File: src/rtl/core/ldist_pkg.sv
// Shared types, register indexes and saturation helpers for lens_distortion_apply.
// Used by ldist_cfg, ldist_fmul and the lens_distortion_apply top level.
`timescale 1ns / 1ps

package ldist_pkg;

  localparam int CFG_IDX_W = 3;
  localparam int COORD_W   = 32;
  localparam int WIDE_W    = 64;
  // Holds 2*a + b for two 32-bit terms
  localparam int TAN_W     = 34;

  localparam logic [CFG_IDX_W-1:0] REG_MODE = 3'd0;
  localparam logic [CFG_IDX_W-1:0] REG_K1   = 3'd1;
  localparam logic [CFG_IDX_W-1:0] REG_K2   = 3'd2;
  localparam logic [CFG_IDX_W-1:0] REG_P1   = 3'd3;
  localparam logic [CFG_IDX_W-1:0] REG_P2   = 3'd4;

  localparam logic [1:0] MODE_RADIAL1 = 2'd0;

  localparam logic signed [WIDE_W-1:0] S32_MAX = 64'sd2147483647;
  localparam logic signed [WIDE_W-1:0] S32_MIN = -64'sd2147483648;

  typedef struct packed {
    logic [1:0]                 mode;
    logic signed [COORD_W-1:0]  k1;
    logic signed [COORD_W-1:0]  k2;
    logic signed [COORD_W-1:0]  p1;
    logic signed [COORD_W-1:0]  p2;
  } cfg_t;

  typedef struct packed {
    logic signed [COORD_W-1:0] value;
    logic                      sat;
  } sat_t;

  function automatic sat_t sat64(input logic signed [WIDE_W-1:0] x);
    sat_t r;
    if (x > S32_MAX) begin
      r.value = COORD_W'(S32_MAX);
      r.sat   = 1'b1;
    end else if (x < S32_MIN) begin
      r.value = COORD_W'(S32_MIN);
      r.sat   = 1'b1;
    end else begin
      r.value = COORD_W'(x);
      r.sat   = 1'b0;
    end
    return r;
  endfunction

  function automatic logic signed [WIDE_W-1:0] sx64(input logic signed [COORD_W-1:0] x);
    return WIDE_W'(x);
  endfunction

endpackage

File: src/rtl/core/ldist_fmul.sv
// Two-stage fixed-point multiplier: registered 32x32 product, then
// round-to-nearest, shift by FRAC_BITS and saturate. Depends on ldist_pkg.
`timescale 1ns / 1ps

module ldist_fmul #(
  parameter int FRAC_BITS = 28
) (
  input  logic                                 clk,
  input  logic                                 en_mul,
  input  logic                                 en_rnd,
  input  logic signed [ldist_pkg::COORD_W-1:0] a,
  input  logic signed [ldist_pkg::COORD_W-1:0] b,
  output ldist_pkg::sat_t                      res
);
  import ldist_pkg::*;

  localparam logic signed [WIDE_W-1:0] HALF = 64'sd1 <<< (FRAC_BITS - 1);

  logic signed [WIDE_W-1:0] prod;
  logic signed [WIDE_W-1:0] rounded;

  always_ff @(posedge clk) begin
    if (en_mul) begin
      prod <= sx64(a) * sx64(b);
    end
  end

  // Ties round toward plus infinity
  always_comb begin
    rounded = (prod + HALF) >>> FRAC_BITS;
  end

  always_ff @(posedge clk) begin
    if (en_rnd) begin
      res <= sat64(rounded);
    end
  end

endmodule

File: config.mk
export PLATFORM = sky130hd
export DESIGN_NAME = ldist_fmul
export DESIGN_NICKNAME = d
export VERILOG_FILES = /design/src/rtl/core/ldist_pkg.sv /design/src/rtl/core/ldist_fmul.sv
export SDC_FILE = /design/constraint.sdc
export NUM_CORES = 2
export LEC_CHECK = 0
export BUFFER_PORTS_ARGS = -buffer_cell sky130_fd_sc_hd__buf_2
export CAP_MARGIN = 20
export CORE_UTILIZATION = 60
export DETAILED_ROUTE_END_ITERATION = 10
export MAX_ROUTING_LAYER = met4
export PLACE_DENSITY = 0.77
export REMOVE_ABC_BUFFERS = 1
export SETUP_SLACK_MARGIN = 0.2
export SLEW_MARGIN = 30
export SYNTH_ARGS = -nofsm -noshare
export SYNTH_HDL_FRONTEND = slang
export SYNTH_SLANG_ARGS = --single-unit
File: constraint.sdc
create_clock -name clk -period 13 [get_ports clk]
set_input_delay 2.6 -clock clk [delete_from_list [all_inputs] [get_ports clk]]
set_output_delay 2.6 -clock clk [all_outputs]
set_load 0.02 [all_outputs]
==> out/summary.txt <==
Die H: 256 µm
H-tree depth: 3
final wirelength: 93.0 mm
clk buf depth: 2
gr usage total: 31.5%
CP Capture Type: register
Fin Clk Skew: 7.50 ps
compound-gate portion of the synthesized area: 3.72%
Post CTS Setup Buffer Count: 0
XOR/XNOR share of the synthesized area: 1.78%
Buf/Inv on CP: 9
DRC: 0
largest net degree at the start of global routing: 38
synth top area cells: fa_1 56%, inv_1 9.4%, and2_1 8.2%
simple-gate share of the synthesized area: 15.9%
async set or reset register ratio after synthesis: 0%
Clk Latency, worst-skew pair: 330 ps
crit path kind: input port to register
RSZ-0062 raised after global routing: false
via-per-instance ratio: 5.55
die width: 256 µm
Detailed Route Iter0 Violations: 1,798
maxcap violations: 0
WL/cell: 19.3 µm
most common cell after layout, fill and taps aside: fa_1
routed vias: 26.7k
multiplexer share of the synthesized area: 0.0773%
# rows: 92
Syn-to-layout area delta: 3.10%
IO buf count: 99
antenna violations before repair: 1
Total Die Area: 65,800 µm²
Mean Syn Cell Area: 9.60 µm²
grt ovf: 0
post-synth cell types: 61
Root Buffer: clkbuf_16
HP Class: register to register
Critical Path Start Type: input port
Final HPWL DP: 77.2 mm
sequential element share of the synthesized area: 5.41%
Syn Std Cell Area: 38,900 µm²
Cells after Synth: 4,049
Hold Vio Cnt, Final: 0
IO Pins: 100
Yosys top cell area share: 55.7%
Worst-Margin Slew: 900 ps
cell type with the largest total area after synthesis: fa_1
clk slew on worst S/H paths: 60 ps
core area: 63,500 µm²
Setup-failing EPs final: 0
drt pass-1 iters: 5
GP Congestion: 0.964
setup_tns: 0 ps
Top FF cell, synth: edfxtp_1
WHS: 685 ps
share of layout cells above drive strength 1: 4.46%
CP max stage delay: 880 ps
CTS tree: yes
Slew HR: 40.0%
Worst EP required: 13,080 ps
status: completed
fillers: 5,254
most frequent cells in the layout: 1,081 x fa_1, 978 x inv_1, 531 x nand2_1
nets: 5,290
Final ANT Viol Nets: 0
adder-cell share of the synthesized area: 61.5%
Initial Utilization: 61.2%
EDFF count, synth: 70
Crit path arrival time: 10,730 ps
register bit total from synthesis: 70
Tcrit/Tclk final: 81.9%
Slowest-stage cell, CP: fa_1
CTS Sinks: 70
Synth Warn #: 0
total CTS buffers: 9
fmax: 93.9 MHz
vias in the first global route: 30.5k
crit path max fanout: 32
fin crit period: 10,650 ps
Crit path max-delay family: adder cells
post-CTS sizing: 0
first-pass GRT wire length: 159 mm
largest family of logic cells by synthesized area: adder cells
Hold-fix buffers, CTS: 0
Pins Over Slew Limit: 0
## per-layer routing
layer / global-route usage (%) / routed length (µm) / vias to the layer above
met5: - / 0 / -
met4: 10.4 / 3460 / 0
met3: 3.32 / 6140 / 207
met2: 53.1 / 46600 / 1006
met1: 40.1 / 36800 / 14000
li1: - / - / 11500
## flip-flops by register name, summed over array words and instances (netlist names)
register,flops
prod,37
res,33
## worst reg2reg max path, cell delays in order, from the launching register on
cell and delay [ps]:
edfxtp_1 400, nand3_1 170, nor2_1 340, nand3_1 200, or4_4 480, and2_0 180, o31ai_2 200, nand2_2 520
nand2b_1 370
## synth_stat cells (29+ instances only)
master / number
a21oi_1: 58
and2_1: 511
clkbuf_1: 207
edfxtp_1: 70
fa_1: 1081
ha_1: 181
inv_1: 978
nand2_1: 531
nand3_1: 34
nor2_1: 75
o21ai_0: 29
o21ai_2: 30
xnor2_1: 44
xor2_1: 35
## kinds of logic (layout without fill, tap and decap cells)
logic type,Yosys count,count (layout)
fa+ha+maj,1262,1262
xor+xnor,79,79
flops,70,70
compound gates,211,211
buf+inv,1195,1112
simple gates,1229,1229
mux,3,3
other cells,0,1
## cell type report
class                      instances  area [µm²]  area share (%)
tap                              846        1060            2.64
clock buffer                      10         229           0.571
multi-input combinational       2784       32200            80.4
sequential                        70        2100            5.25
inverter                         978        3670            9.16
timing repair buffer             118         638            1.59
antenna                            1        2.50         0.00625
clock inverter                     6         133           0.331
## stage by stage
stage | area (µm²) | instances | worst slack (ps) | util (%)
2_1_floorplan | 38000 | 3832 | 3300 | -
3_3_place_gp | 39700 | 4796 | 2130 | 62.5
3_5_place_dp | 39700 | 4796 | 2040 | 62.5
4_1_cts | 40100 | 4812 | 2360 | 63.1
5_1_grt | 40100 | 4813 | 1920 | 63.1
6_report | 40100 | 4813 | 2350 | 63.1
## final timing paths
kind	startpoint	endpoint	slack, ps	depth (start not counted)
min	prod[36]$_DFFE_PP_	res[9]$_SDFFCE_PN1P_	690	2
min reg2reg	prod[36]$_DFFE_PP_	res[9]$_SDFFCE_PN1P_	690	2
max reg2reg	prod[29]$_DFFE_PP_	res[0]$_SDFFCE_PN1P_	9830	8
max	a[31]	prod[62]$_DFFE_PP_	2350	27
Power is not shown: default switching activity piles up to over one toggle a cycle in this logic, so the estimate is an artifact.
