==> src/rtl/core/ldist_pkg.sv <==
// Shared types, register indexes and saturation helpers for lens_distortion_apply.
// Used by ldist_cfg, ldist_fmul and the lens_distortion_apply top level.
`timescale 1ns / 1ps

package ldist_pkg;

  localparam int CFG_IDX_W = 3;
  localparam int COORD_W   = 32;
  localparam int WIDE_W    = 64;
  // Holds 2*a + b for two 32-bit terms
  localparam int TAN_W     = 34;

  localparam logic [CFG_IDX_W-1:0] REG_MODE = 3'd0;
  localparam logic [CFG_IDX_W-1:0] REG_K1   = 3'd1;
  localparam logic [CFG_IDX_W-1:0] REG_K2   = 3'd2;
  localparam logic [CFG_IDX_W-1:0] REG_P1   = 3'd3;
  localparam logic [CFG_IDX_W-1:0] REG_P2   = 3'd4;

  localparam logic [1:0] MODE_RADIAL1 = 2'd0;

  localparam logic signed [WIDE_W-1:0] S32_MAX = 64'sd2147483647;
  localparam logic signed [WIDE_W-1:0] S32_MIN = -64'sd2147483648;

  typedef struct packed {
    logic [1:0]                 mode;
    logic signed [COORD_W-1:0]  k1;
    logic signed [COORD_W-1:0]  k2;
    logic signed [COORD_W-1:0]  p1;
    logic signed [COORD_W-1:0]  p2;
  } cfg_t;

  typedef struct packed {
    logic signed [COORD_W-1:0] value;
    logic                      sat;
  } sat_t;

  function automatic sat_t sat64(input logic signed [WIDE_W-1:0] x);
    sat_t r;
    if (x > S32_MAX) begin
      r.value = COORD_W'(S32_MAX);
      r.sat   = 1'b1;
    end else if (x < S32_MIN) begin
      r.value = COORD_W'(S32_MIN);
      r.sat   = 1'b1;
    end else begin
      r.value = COORD_W'(x);
      r.sat   = 1'b0;
    end
    return r;
  endfunction

  function automatic logic signed [WIDE_W-1:0] sx64(input logic signed [COORD_W-1:0] x);
    return WIDE_W'(x);
  endfunction

endpackage

==> src/rtl/core/ldist_cfg.sv <==
// Configuration register file for lens_distortion_apply.
// Depends on ldist_pkg for register indexes and the cfg_t struct.
`timescale 1ns / 1ps

module ldist_cfg (
  input  logic                             clk,
  input  logic                             rst,
  input  logic                             cfg_valid,
  output logic                             cfg_ready,
  input  logic [ldist_pkg::CFG_IDX_W-1:0]  cfg_index,
  input  logic [ldist_pkg::COORD_W-1:0]    cfg_data,
  output ldist_pkg::cfg_t                  cfg
);
  import ldist_pkg::*;

  assign cfg_ready = 1'b1;

  // Drop writes to indexes past the last register
  always_ff @(posedge clk) begin
    if (rst) begin
      cfg <= '0;
    end else if (cfg_valid && cfg_ready) begin
      case (cfg_index)
        REG_MODE: cfg.mode <= cfg_data[1:0];
        REG_K1:   cfg.k1   <= cfg_data;
        REG_K2:   cfg.k2   <= cfg_data;
        REG_P1:   cfg.p1   <= cfg_data;
        REG_P2:   cfg.p2   <= cfg_data;
        default: begin
        end
      endcase
    end
  end

endmodule

==> config.mk <==
export PLATFORM = sky130hd
export DESIGN_NAME = ldist_cfg
export DESIGN_NICKNAME = d
export VERILOG_FILES = /design/src/rtl/core/ldist_pkg.sv /design/src/rtl/core/ldist_cfg.sv
export SDC_FILE = /design/constraint.sdc
export NUM_CORES = 1
export LEC_CHECK = 0
export BUFFER_PORTS_ARGS = -buffer_cell sky130_fd_sc_hd__buf_2
export CAP_MARGIN = 10
export CORE_MARGIN = 1
export CORE_UTILIZATION = 25
export CTS_CLUSTER_DIAMETER = 150
export DETAILED_ROUTE_END_ITERATION = 7
export GPL_ROUTABILITY_DRIVEN = 0
export PLACE_DENSITY = 0.5
export SETUP_SLACK_MARGIN = 0.5
export SYNTH_ARGS = -nofsm -noshare
export SYNTH_HDL_FRONTEND = slang
export SYNTH_SLANG_ARGS = --single-unit
==> constraint.sdc <==
create_clock -name clk -period 1.21 [get_ports clk]
set_clock_uncertainty 0.05 [all_clocks]
set_input_delay 0.121 -clock clk [delete_from_list [all_inputs] [get_ports clk]]
set_output_delay 0.121 -clock clk [all_outputs]
set_load 0.03 [all_outputs]
==> flow_summary_export.csv, run 1 <==
group,metric,value,unit
critical_path,r2r_start,"cfg[126]",
critical_path,crit_path_max_incr_delay,0.36,ns
drt,vias,4171,
placement,dp_cells,883,
pwr,p_switching,0.00256,W
die,initial_core_util,0.256,
pwr,seq_power_share,0.408,
finish,reg_top3,"cfg x130",
drt,route.detailed.drc,0,
cts,ctsRootBufferMaster,"clkbuf_16",
drt,routedWlPerCell,15.5,µm
yosys,syn_area_per_cell,11.2,µm²
drt,drtIter0Drc,51,
drt,wirelength,15.7,mm
drt,vias_per_cell,4.13,
grt,grt.total_usage,0.144,
cts,cts.clk_slew.worst_paths,0.06,ns
critical_path,crit_type,"register to output port",
grt,antenna_found_initial,0,
status,status,"finished with violations",
yosys,seq_area_frac_synth,0.500,
cts,cts.sinks,130,
finish,area_growth,79.0,%
finish,final_cell_mix,"179 x buf_6, 130 x mux2i_1, 128 x dfxtp_2",
critical_path,start_kind,"register",
finish,layout-drive-gt1-share,0.636,
cts,cts_tree,"built",
critical_path,timing.critical_path.from,"cfg[45]",
pwr,sw_frac_of_total,0.234,
pwr,cellInternalPower,0.00838,W
critical_path,path_cells,"buf_6",
yosys,ys_warn_count,0,
placement,dpl-instance-area,0.00660,mm²
critical_path,critPathMaxFanout,2,
finish,largest_register,"cfg",
yosys,syn_nets,502,
cts,clockBufferDepth,2,
status,failed_checks,"negative hold slack",
critical_path,end_kind,"output port",
run,drv_cap,0,
yosys,syn_area,0.00521,mm²
die,rows,52,
timing,setup-violations-final,0,
timing,period_share,0.888,
pwr,peakVddDrop,0.882,mV
critical_path,crit_path_top_delay_cell,"dfxtp_2",
hold_path,hold_start,"cfg_index[2]",
timing,rsz0062_at_grt,"yes",
yosys,ys_types,13,
yosys,ys_seq_elements,130,
timing,fmax,930,MHz
timing,final_hold_viol_count,2,
cts,cts_hold_buf,10,
grt,overflow,0,
drt,drt-pass1-iter-count,4,
finish,instances_no_fill,1009,
die,coreArea,0.0203,mm²
cts,cts_buffers,17,
grt,grt_pass1_wl,23.5,mm
cts,worstSkewPairLatency,0.41,ns
die,die_area,0.0214,mm²
pwr,p_leak,4.54,nW
finish,largest_reg_flops,130,
pwr,total_power,0.0109,W
die,die_h,146,µm
placement,place_hpwl,9.64,mm
finish,final_common_cell,"buf_6",
drt,ant_nets,0,
die,io_pins,169,
pwr,clkPwrFrac,0.481,
finish,nets,764,
pwr,pwr_density_cell,1170,mW/mm²
timing,hold_ws,-0.0243,ns
critical_path,crit_family,"flip-flops",
timing,slew_violations,0,
critical_path,path_buf_inv,1,
placement,io_buffers,167,
pwr,power_frac_comb,0.110,
cts,cts-htree-levels,4,
grt,grt_pass1_vias,4280,
timing,tns,0,ns
finish,fin_area,0.00932,mm²
finish,diodes,0,
grt,grt_max_degree,35,
timing,period_needed,1.07,ns
critical_path,cp.required,1.04,ns
die,die-width,146,µm
yosys,netlist_instances,464,
hold_path,hold_path_class,"input pin to register",
critical_path,cp_data_arrival_time,0.90,ns
power by group through the flow:
| stage | Sequential [W] | Combinational (W) | Clock (W) |
|---|---|---|---|
| after floorplan | 0.00471 | 0.000430 | 0 |
| after global placement | 0.00452 | 0.000889 | 0 |
| after detailed placement | 0.00453 | 0.000901 | 0 |
| after CTS | 0.00446 | 0.00112 | 0.00539 |
| after global routing | 0.00448 | 0.00128 | 0.00557 |
| final | 0.00447 | 0.00121 | 0.00527 |
metrics by stage:
| step | utilization | setup slack (ns) |
|---|---|---|
| 4_1_cts | 0.428 | 0.101 |
| 2_1_floorplan | - | 0.262 |
| 5_1_grt | 0.459 | 0.0846 |
| 6_report | 0.459 | 0.135 |
| 3_5_place_dp | 0.325 | 0.00316 |
| 3_3_place_gp | 0.325 | 0.0544 |
cell type report:
type | instances | area (µm²)
Clock buffer | 23 | 508
Tap cell | 270 | 338
Fill cell | 1850 | 11000
Sequential cell | 130 | 2770
Multi-Input combinational cell | 300 | 2700
Clock inverter | 9 | 101
Timing Repair Buffer | 277 | 2900
tightest hold or removal path, delay by kind of cell:
kind,cells,cell delay [ns]
mux,1,0.07
buf+inv,1,0.08
simple gates,1,0.12
path summary, 6_finish.rpt:
check	end	slack (ns)	cells after the start
max	cfg[45]	0.14	1
min	cfg[128]	-0.02	3
max reg2reg	cfg[126]	0.34	4
min reg2reg	cfg[96]	0.43	2
cell usage after synthesis:
library cell | instances | area, µm²
nand2b_1 | 162 | 1010
dfxtp_1 | 130 | 2600
mux2i_1 | 130 | 1300
clkbuf_1 | 16 | 60.1
buf_2 | 8 | 40.0
buf_6 | 6 | 67.6
buf_4 | 4 | 30.0
nand4bb_1 | 3 | 33.8
and4bb_1 | 1 | 12.5
and4bb_2 | 1 | 12.5
conb_1 | 1 | 3.75
nand4b_2 | 1 | 15.0
or4b_4 | 1 | 13.8
layer usage:
layer  GRT usage  routed length [µm]
met1       0.164                6620
met2       0.241                7780
met3      0.0600                1070
met4      0.0510                 212
met5           0                   0
what timing repair did:
item                                    in CTS  in global routing
endpoints found under the setup margin     158                199
gates cloned                                 3                  0
endpoints found under the hold margin       73                  3
buffers inserted                            35                 46
gates resized for setup                    389                 63
pin swaps                                    2                  1
logic make-up after synthesis:
| kind of cell | Yosys count | synth area share |
|---|---|---|
| buffers and inverters | 34 | 0.0380 |
| DFF | 130 | 0.500 |
| muxes | 130 | 0.250 |
| other | 1 | 0.000720 |
| and+or+nand+nor | 169 | 0.211 |
Power figures use the tool's default switching activity.
==> inputs of run 2 (changes only) <==
--- a/config.mk
+++ b/config.mk
@@ -13,6 +13,7 @@
 export DETAILED_ROUTE_END_ITERATION = 7
 export GPL_ROUTABILITY_DRIVEN = 0
 export PLACE_DENSITY = 0.5
+export REMOVE_ABC_BUFFERS = 1
 export SETUP_SLACK_MARGIN = 0.5
 export SYNTH_ARGS = -nofsm -noshare
 export SYNTH_HDL_FRONTEND = slang
==> constraint.sdc (replaced) <==
create_clock -name clk -period 1.21 [get_ports clk]
set_clock_uncertainty 0.05 [all_clocks]
set_input_delay 0.3025 -clock clk [delete_from_list [all_inputs] [get_ports clk]]
set_output_delay 0.3025 -clock clk [all_outputs]
set_load 0.03 [all_outputs]
==> run 2 against run 1 <==
Compared with the run above:
- the run ends with negative setup slack left
- critical path type unchanged
- clock power decreased by 13%
- combinational power about the same
- utilization decreased by 0.89 points
- largest cell class unchanged
- wire length increased by 2.9%
- sequential share of layout area increased by 0.53 points
- flip-flop and latch count unchanged
- register-to-register slack about the same
==> flow_summary_export.csv, run 2 (synthesis results as in run 1) <==
group,metric,value,unit
placement,pre_cts_ws,-0.143,ns
finish,layout-drive-gt1-share,0.610,
grt,overflow,0,
pwr,clkPwrFrac,0.447,
status,status,"finished with violations",
critical_path,path_buf_inv,1,
critical_path,cp.required,0.86,ns
cts,cts.sinks,130,
pwr,power_frac_comb,0.117,
finish,largest_reg_flops,130,
grt,antenna_found_initial,1,
grt,grt_pass1_vias,4517,
grt,grt_pass1_wl,24.9,mm
pwr,p_switching,0.00262,W
drt,drt-pass1-iter-count,4,
die,die_area,0.0214,mm²
pwr,peakVddDrop,0.850,mV
timing,rsz0062_at_grt,"yes",
critical_path,cp_data_arrival_time,0.91,ns
placement,place_hpwl,9.49,mm
drt,route.detailed.drc,0,
cts,worstSkewPairLatency,0.41,ns
die,io_pins,169,
drt,vias,4254,
pwr,total_power,0.0102,W
drt,vias_per_cell,4.19,
timing,slew_violations,0,
drt,ant_nets,0,
run,drv_cap,0,
timing,fmax,789,MHz
finish,nets,770,
finish,final_common_cell,"nand2b_1",
critical_path,start_kind,"register",
cts,cts_hold_buf,0,
pwr,pwr_density_cell,1120,mW/mm²
cts,cts_buffers,17,
cts,cts-htree-levels,4,
status,failed_checks,"negative setup slack",
die,initial_core_util,0.256,
pwr,sw_frac_of_total,0.256,
cts,cts.clk_slew.worst_paths,0.06,ns
drt,routedWlPerCell,15.9,µm
pwr,p_leak,4.40,nW
cts,ctsRootBufferMaster,"clkbuf_16",
critical_path,critPathMaxFanout,2,
critical_path,crit_type,"register to output port",
cts,clockBufferDepth,2,
drt,drtIter0Drc,86,
pwr,cellInternalPower,0.00762,W
hold_path,hold_path_class,"input pin to register",
timing,setup-violations-final,130,
die,rows,52,
die,die-width,146,µm
finish,final_cell_mix,"162 x nand2b_1, 147 x buf_6, 130 x dfxtp_2",
critical_path,crit_path_top_delay_cell,"dfxtp_2",
timing,final_hold_viol_count,0,
critical_path,crit_family,"flip-flops",
pwr,seq_power_share,0.436,
critical_path,crit_path_max_incr_delay,0.36,ns
critical_path,end_kind,"output port",
timing,period_needed,1.27,ns
grt,grt_max_degree,68,
die,die_h,146,µm
timing,fin_ws,-0.0571,ns
critical_path,path_cells,"buf_6",
cts,cts_tree,"built",
drt,wirelength,16.1,mm
finish,area_growth,75.6,%
timing,tns,-2.61,ns
finish,reg_top3,"cfg x130",
timing,period_share,1.05,
finish,largest_register,"cfg",
placement,io_buffers,167,
die,coreArea,0.0203,mm²
finish,fillers,1905,
grt,grt.total_usage,0.152,
-- run 2: changes by cell type in the layout (fill, tap and decap cells not counted), sizes merged, moves of 2 or more --
cell / previous run / this run
buf: 266 / 280
bufinv: 2 / 0
clkbuf: 24 / 20
clkinv: 6 / 8
clkinvlp: 1 / 5
dlygate4sd3: 10 / 0
-- run 2: layout make-up --
type                            instances  area [µm²]  share of cell area
Timing Repair Buffer                  283        3030               0.332
Clock inverter                         14        93.8              0.0103
Multi-Input combinational cell        300        2480               0.272
Antenna cell                            1        2.50            0.000274
Sequential cell                       130        2770               0.302
Tap cell                              270         338              0.0370
Clock buffer                           17         425              0.0465
-- run 2: routing by layer --
layer / up-vias / GRT usage / part of all wire / wire (µm)
li1: 2083 / - / - / -
met1: 2038 / 0.169 / 0.41 / 6600
met2: 114 / 0.268 / 0.51 / 8190
met3: 19 / 0.0584 / 0.070 / 1130
met4: 0 / 0.0464 / 0.014 / 232
met5: - / 0 / 0 / 0
-- run 2: worst paths after layout --
kind | start | endpoint | slack, ns | cells after the start
worst max register to register | cfg[13] | cfg[13] | 0.35 | 4
worst max-delay path | cfg[113] | cfg[113] | -0.06 | 1
worst min-delay path | cfg_data[23] | cfg[23] | 0.17 | 3
worst min register to register | cfg[90] | cfg[90] | 0.43 | 2
-- run 2: stage by stage --
stage	util	hold WS (ns)	std cells	cell area, µm²
floorplan	-	0.433	430	5010
global placement	0.320	0.407	887	6500
detailed placement	0.320	0.409	887	6500
CTS	0.433	0.145	973	8800
global route	0.450	0.169	1014	9140
finish	0.450	0.167	1015	9140
-- run 2: what timing repair did --
action / in CTS / in global routing
endpoints found under the hold margin: 0 / 0
endpoints found under the setup margin: 260 / 260
resized for setup: 432 / 7
setup buffers: 46 / 40
pin swaps: 5 / 1
cloned: 9 / 1
-- run 2: worst min-delay path, stage by stage --
cell	delay (ns)
buf_2	0.09
nand2b_1	0.11
mux2i_1	0.08
-- run 2: power groups by stage --
stage / Sequential [W] / Clock [W] / Combinational, W
final: 0.00447 / 0.00458 / 0.00120
after global routing: 0.00447 / 0.00492 / 0.00127
after CTS: 0.00446 / 0.00472 / 0.00115
after detailed placement: 0.00452 / 0 / 0.000860
after global placement: 0.00452 / 0 / 0.000844
after floorplan: 0.00470 / 0 / 0.000309
==> inputs of run 3 (changes only) <==
--- a/config.mk
+++ b/config.mk
@@ -5,14 +5,14 @@
 export SDC_FILE = /design/constraint.sdc
 export NUM_CORES = 1
 export LEC_CHECK = 0
-export BUFFER_PORTS_ARGS = -buffer_cell sky130_fd_sc_hd__buf_2
 export CAP_MARGIN = 10
 export CORE_MARGIN = 1
 export CORE_UTILIZATION = 25
 export CTS_CLUSTER_DIAMETER = 150
 export DETAILED_ROUTE_END_ITERATION = 7
+export DONT_BUFFER_PORTS = 1
 export GPL_ROUTABILITY_DRIVEN = 0
-export PLACE_DENSITY = 0.5
+export PLACE_DENSITY = 0.43
 export REMOVE_ABC_BUFFERS = 1
 export SETUP_SLACK_MARGIN = 0.5
 export SYNTH_ARGS = -nofsm -noshare
==> run 3 against run 2 <==
Compared with the run above:
- the flow still finishes with violations (negative setup slack)
- wire length fell by 20%
- register-to-register slack improved by 0.11 ns
- sequential share of layout area rose by 15 points
- utilization fell by 11 points
- clock power rose by 18%
- largest power group unchanged
==> flow_summary_export.csv, run 3 (synthesis results as in run 1) <==
group,metric,value,unit
status,status,"finished with violations",
status,failed_checks,"negative setup slack",
timing,tns,-0.0248,ns
die,die_area,0.0214,mm²
drt,wirelength,13.0,mm
cts,cts_buffers,17,
critical_path,path_buf_inv,1,
finish,fin_area,0.00683,mm²
cts,clockBufferDepth,2,
die,coreArea,0.0203,mm²
timing,fmax,810,MHz
hold_path,hold_path_class,"input pin to register",
die,io_pins,169,
pwr,total_power,0.0103,W
grt,grt.total_usage,0.125,
grt,antenna_found_initial,0,
pwr,p_leak,2.92,nW
cts,worstSkewPairLatency,0.41,ns
finish,final_cell_mix,"153 x nand2b_1, 130 x mux2i_1, 129 x dfxtp_4",
timing,rsz0062_at_grt,"yes",
grt,grt_pass1_vias,3505,
die,die_h,146,µm
finish,area_growth,31.2,%
critical_path,crit_path_top_delay_cell,"dfxtp_2",
placement,dpl-instance-area,0.00555,mm²
timing,fin_ws,-0.0248,ns
placement,place_hpwl,8.30,mm
timing,period_share,1.02,
finish,reg_top3,"cfg x130",
drt,route.detailed.drc,0,
critical_path,crit_type,"register to output port",
critical_path,start_kind,"register",
finish,largest_reg_flops,130,
critical_path,end_kind,"output port",
timing,period_needed,1.23,ns
cts,cts.clk_slew.worst_paths,0.06,ns
finish,nets,503,
die,rows,52,
finish,diodes,0,
critical_path,cp.required,0.86,ns
timing,slew_violations,0,
die,initial_core_util,0.256,
run,drv_cap,0,
critical_path,path_cells,"buf_6",
grt,grt_max_degree,163,
finish,final_common_cell,"nand2b_1",
timing,setup-violations-final,1,
critical_path,critPathMaxFanout,2,
cts,ctsRootBufferMaster,"clkbuf_16",
cts,cts.sinks,130,
cts,cts_tree,"built",
grt,grt_pass1_wl,20.5,mm
timing,hold_ws,0.0177,ns
drt,drtIter0Drc,52,
placement,pre_cts_ws,0.0128,ns
critical_path,crit_path_max_incr_delay,0.35,ns
grt,overflow,0,
finish,largest_register,"cfg",
critical_path,cp_data_arrival_time,0.88,ns
timing,final_hold_viol_count,0,
finish,layout-drive-gt1-share,0.400,
drt,drt-pass1-iter-count,4,
critical_path,crit_family,"flip-flops",
drt,vias_per_cell,4.30,
pwr,peakVddDrop,0.762,mV
drt,ant_nets,0,
pwr,pwr_density_cell,1500,mW/mm²
drt,routedWlPerCell,17.4,µm
drt,vias,3214,
placement,io_buffers,0,
cts,cts-htree-levels,4,
die,die-width,146,µm
==> run 3: cell count changes in the layout (fill, tap and decap cells not counted), sizes merged <==
cell	change
diode	-1
clkinv	-3
buf	-264
inv	-1
clkbuf	-1
bufinv	+4
clkinvlp	-1
==> run 3: through the flow <==
step / cells / utilization
after global placement: 710 / 0.273
after global routing: 748 / 0.337
after CTS: 748 / 0.333
final: 748 / 0.337
after floorplan: 430 / -
after detailed placement: 710 / 0.273
==> run 3: worst paths after layout <==
path,cells after the start,slack (ns),to,startpoint
worst max-delay path,1,-0.02,cfg[49],cfg[49]
worst min-delay path,2,0.02,cfg[29],rst
worst max register to register,2,0.46,cfg[24],cfg[24]
worst min register to register,2,0.45,cfg[49],cfg[49]
==> run 3: worst register-to-register path, stage by stage (launching register included) <==
cell and delay [ns]:
dfxtp_4 0.40, nand2b_1 0.07, mux2i_1 0.15
==> run 3: what timing repair did <==
action                                 4_1_cts  5_1_grt
cloned                                       2        0
setup endpoints to repair                  259      259
endpoints found under the hold margin        2        1
pin swaps                                    1        0
resized for setup                          267        9
setup buffers                                4        0
==> run 3: report_power, final <==
part | internal [W] | total [W] | switching (W)
clock | 0.00345 | 0.00542 | 0.00197
combinational | 0.000248 | 0.000428 | 0.000180
sequential | 0.00416 | 0.00442 | 0.000262
==> run 3: final cells by class <==
cell class	count	area (µm²)
Tap cell	270	338
Clock inverter	13	186
Fill cell	2045	13500
Multi-Input combinational cell	300	2510
Clock buffer	19	433
Timing Repair Buffer	16	279
Sequential cell	130	3090
==> run 3: per-layer routing <==
| metal | vias up | share of wire | global-route usage |
|---|---|---|---|
| met5 | - | 0 | 0 |
| met4 | 0 | 0.0096 | 0.0380 |
| met3 | 9 | 0.10 | 0.0716 |
| met2 | 119 | 0.46 | 0.195 |
| met1 | 1544 | 0.43 | 0.145 |
| li1 | 1542 | - | - |
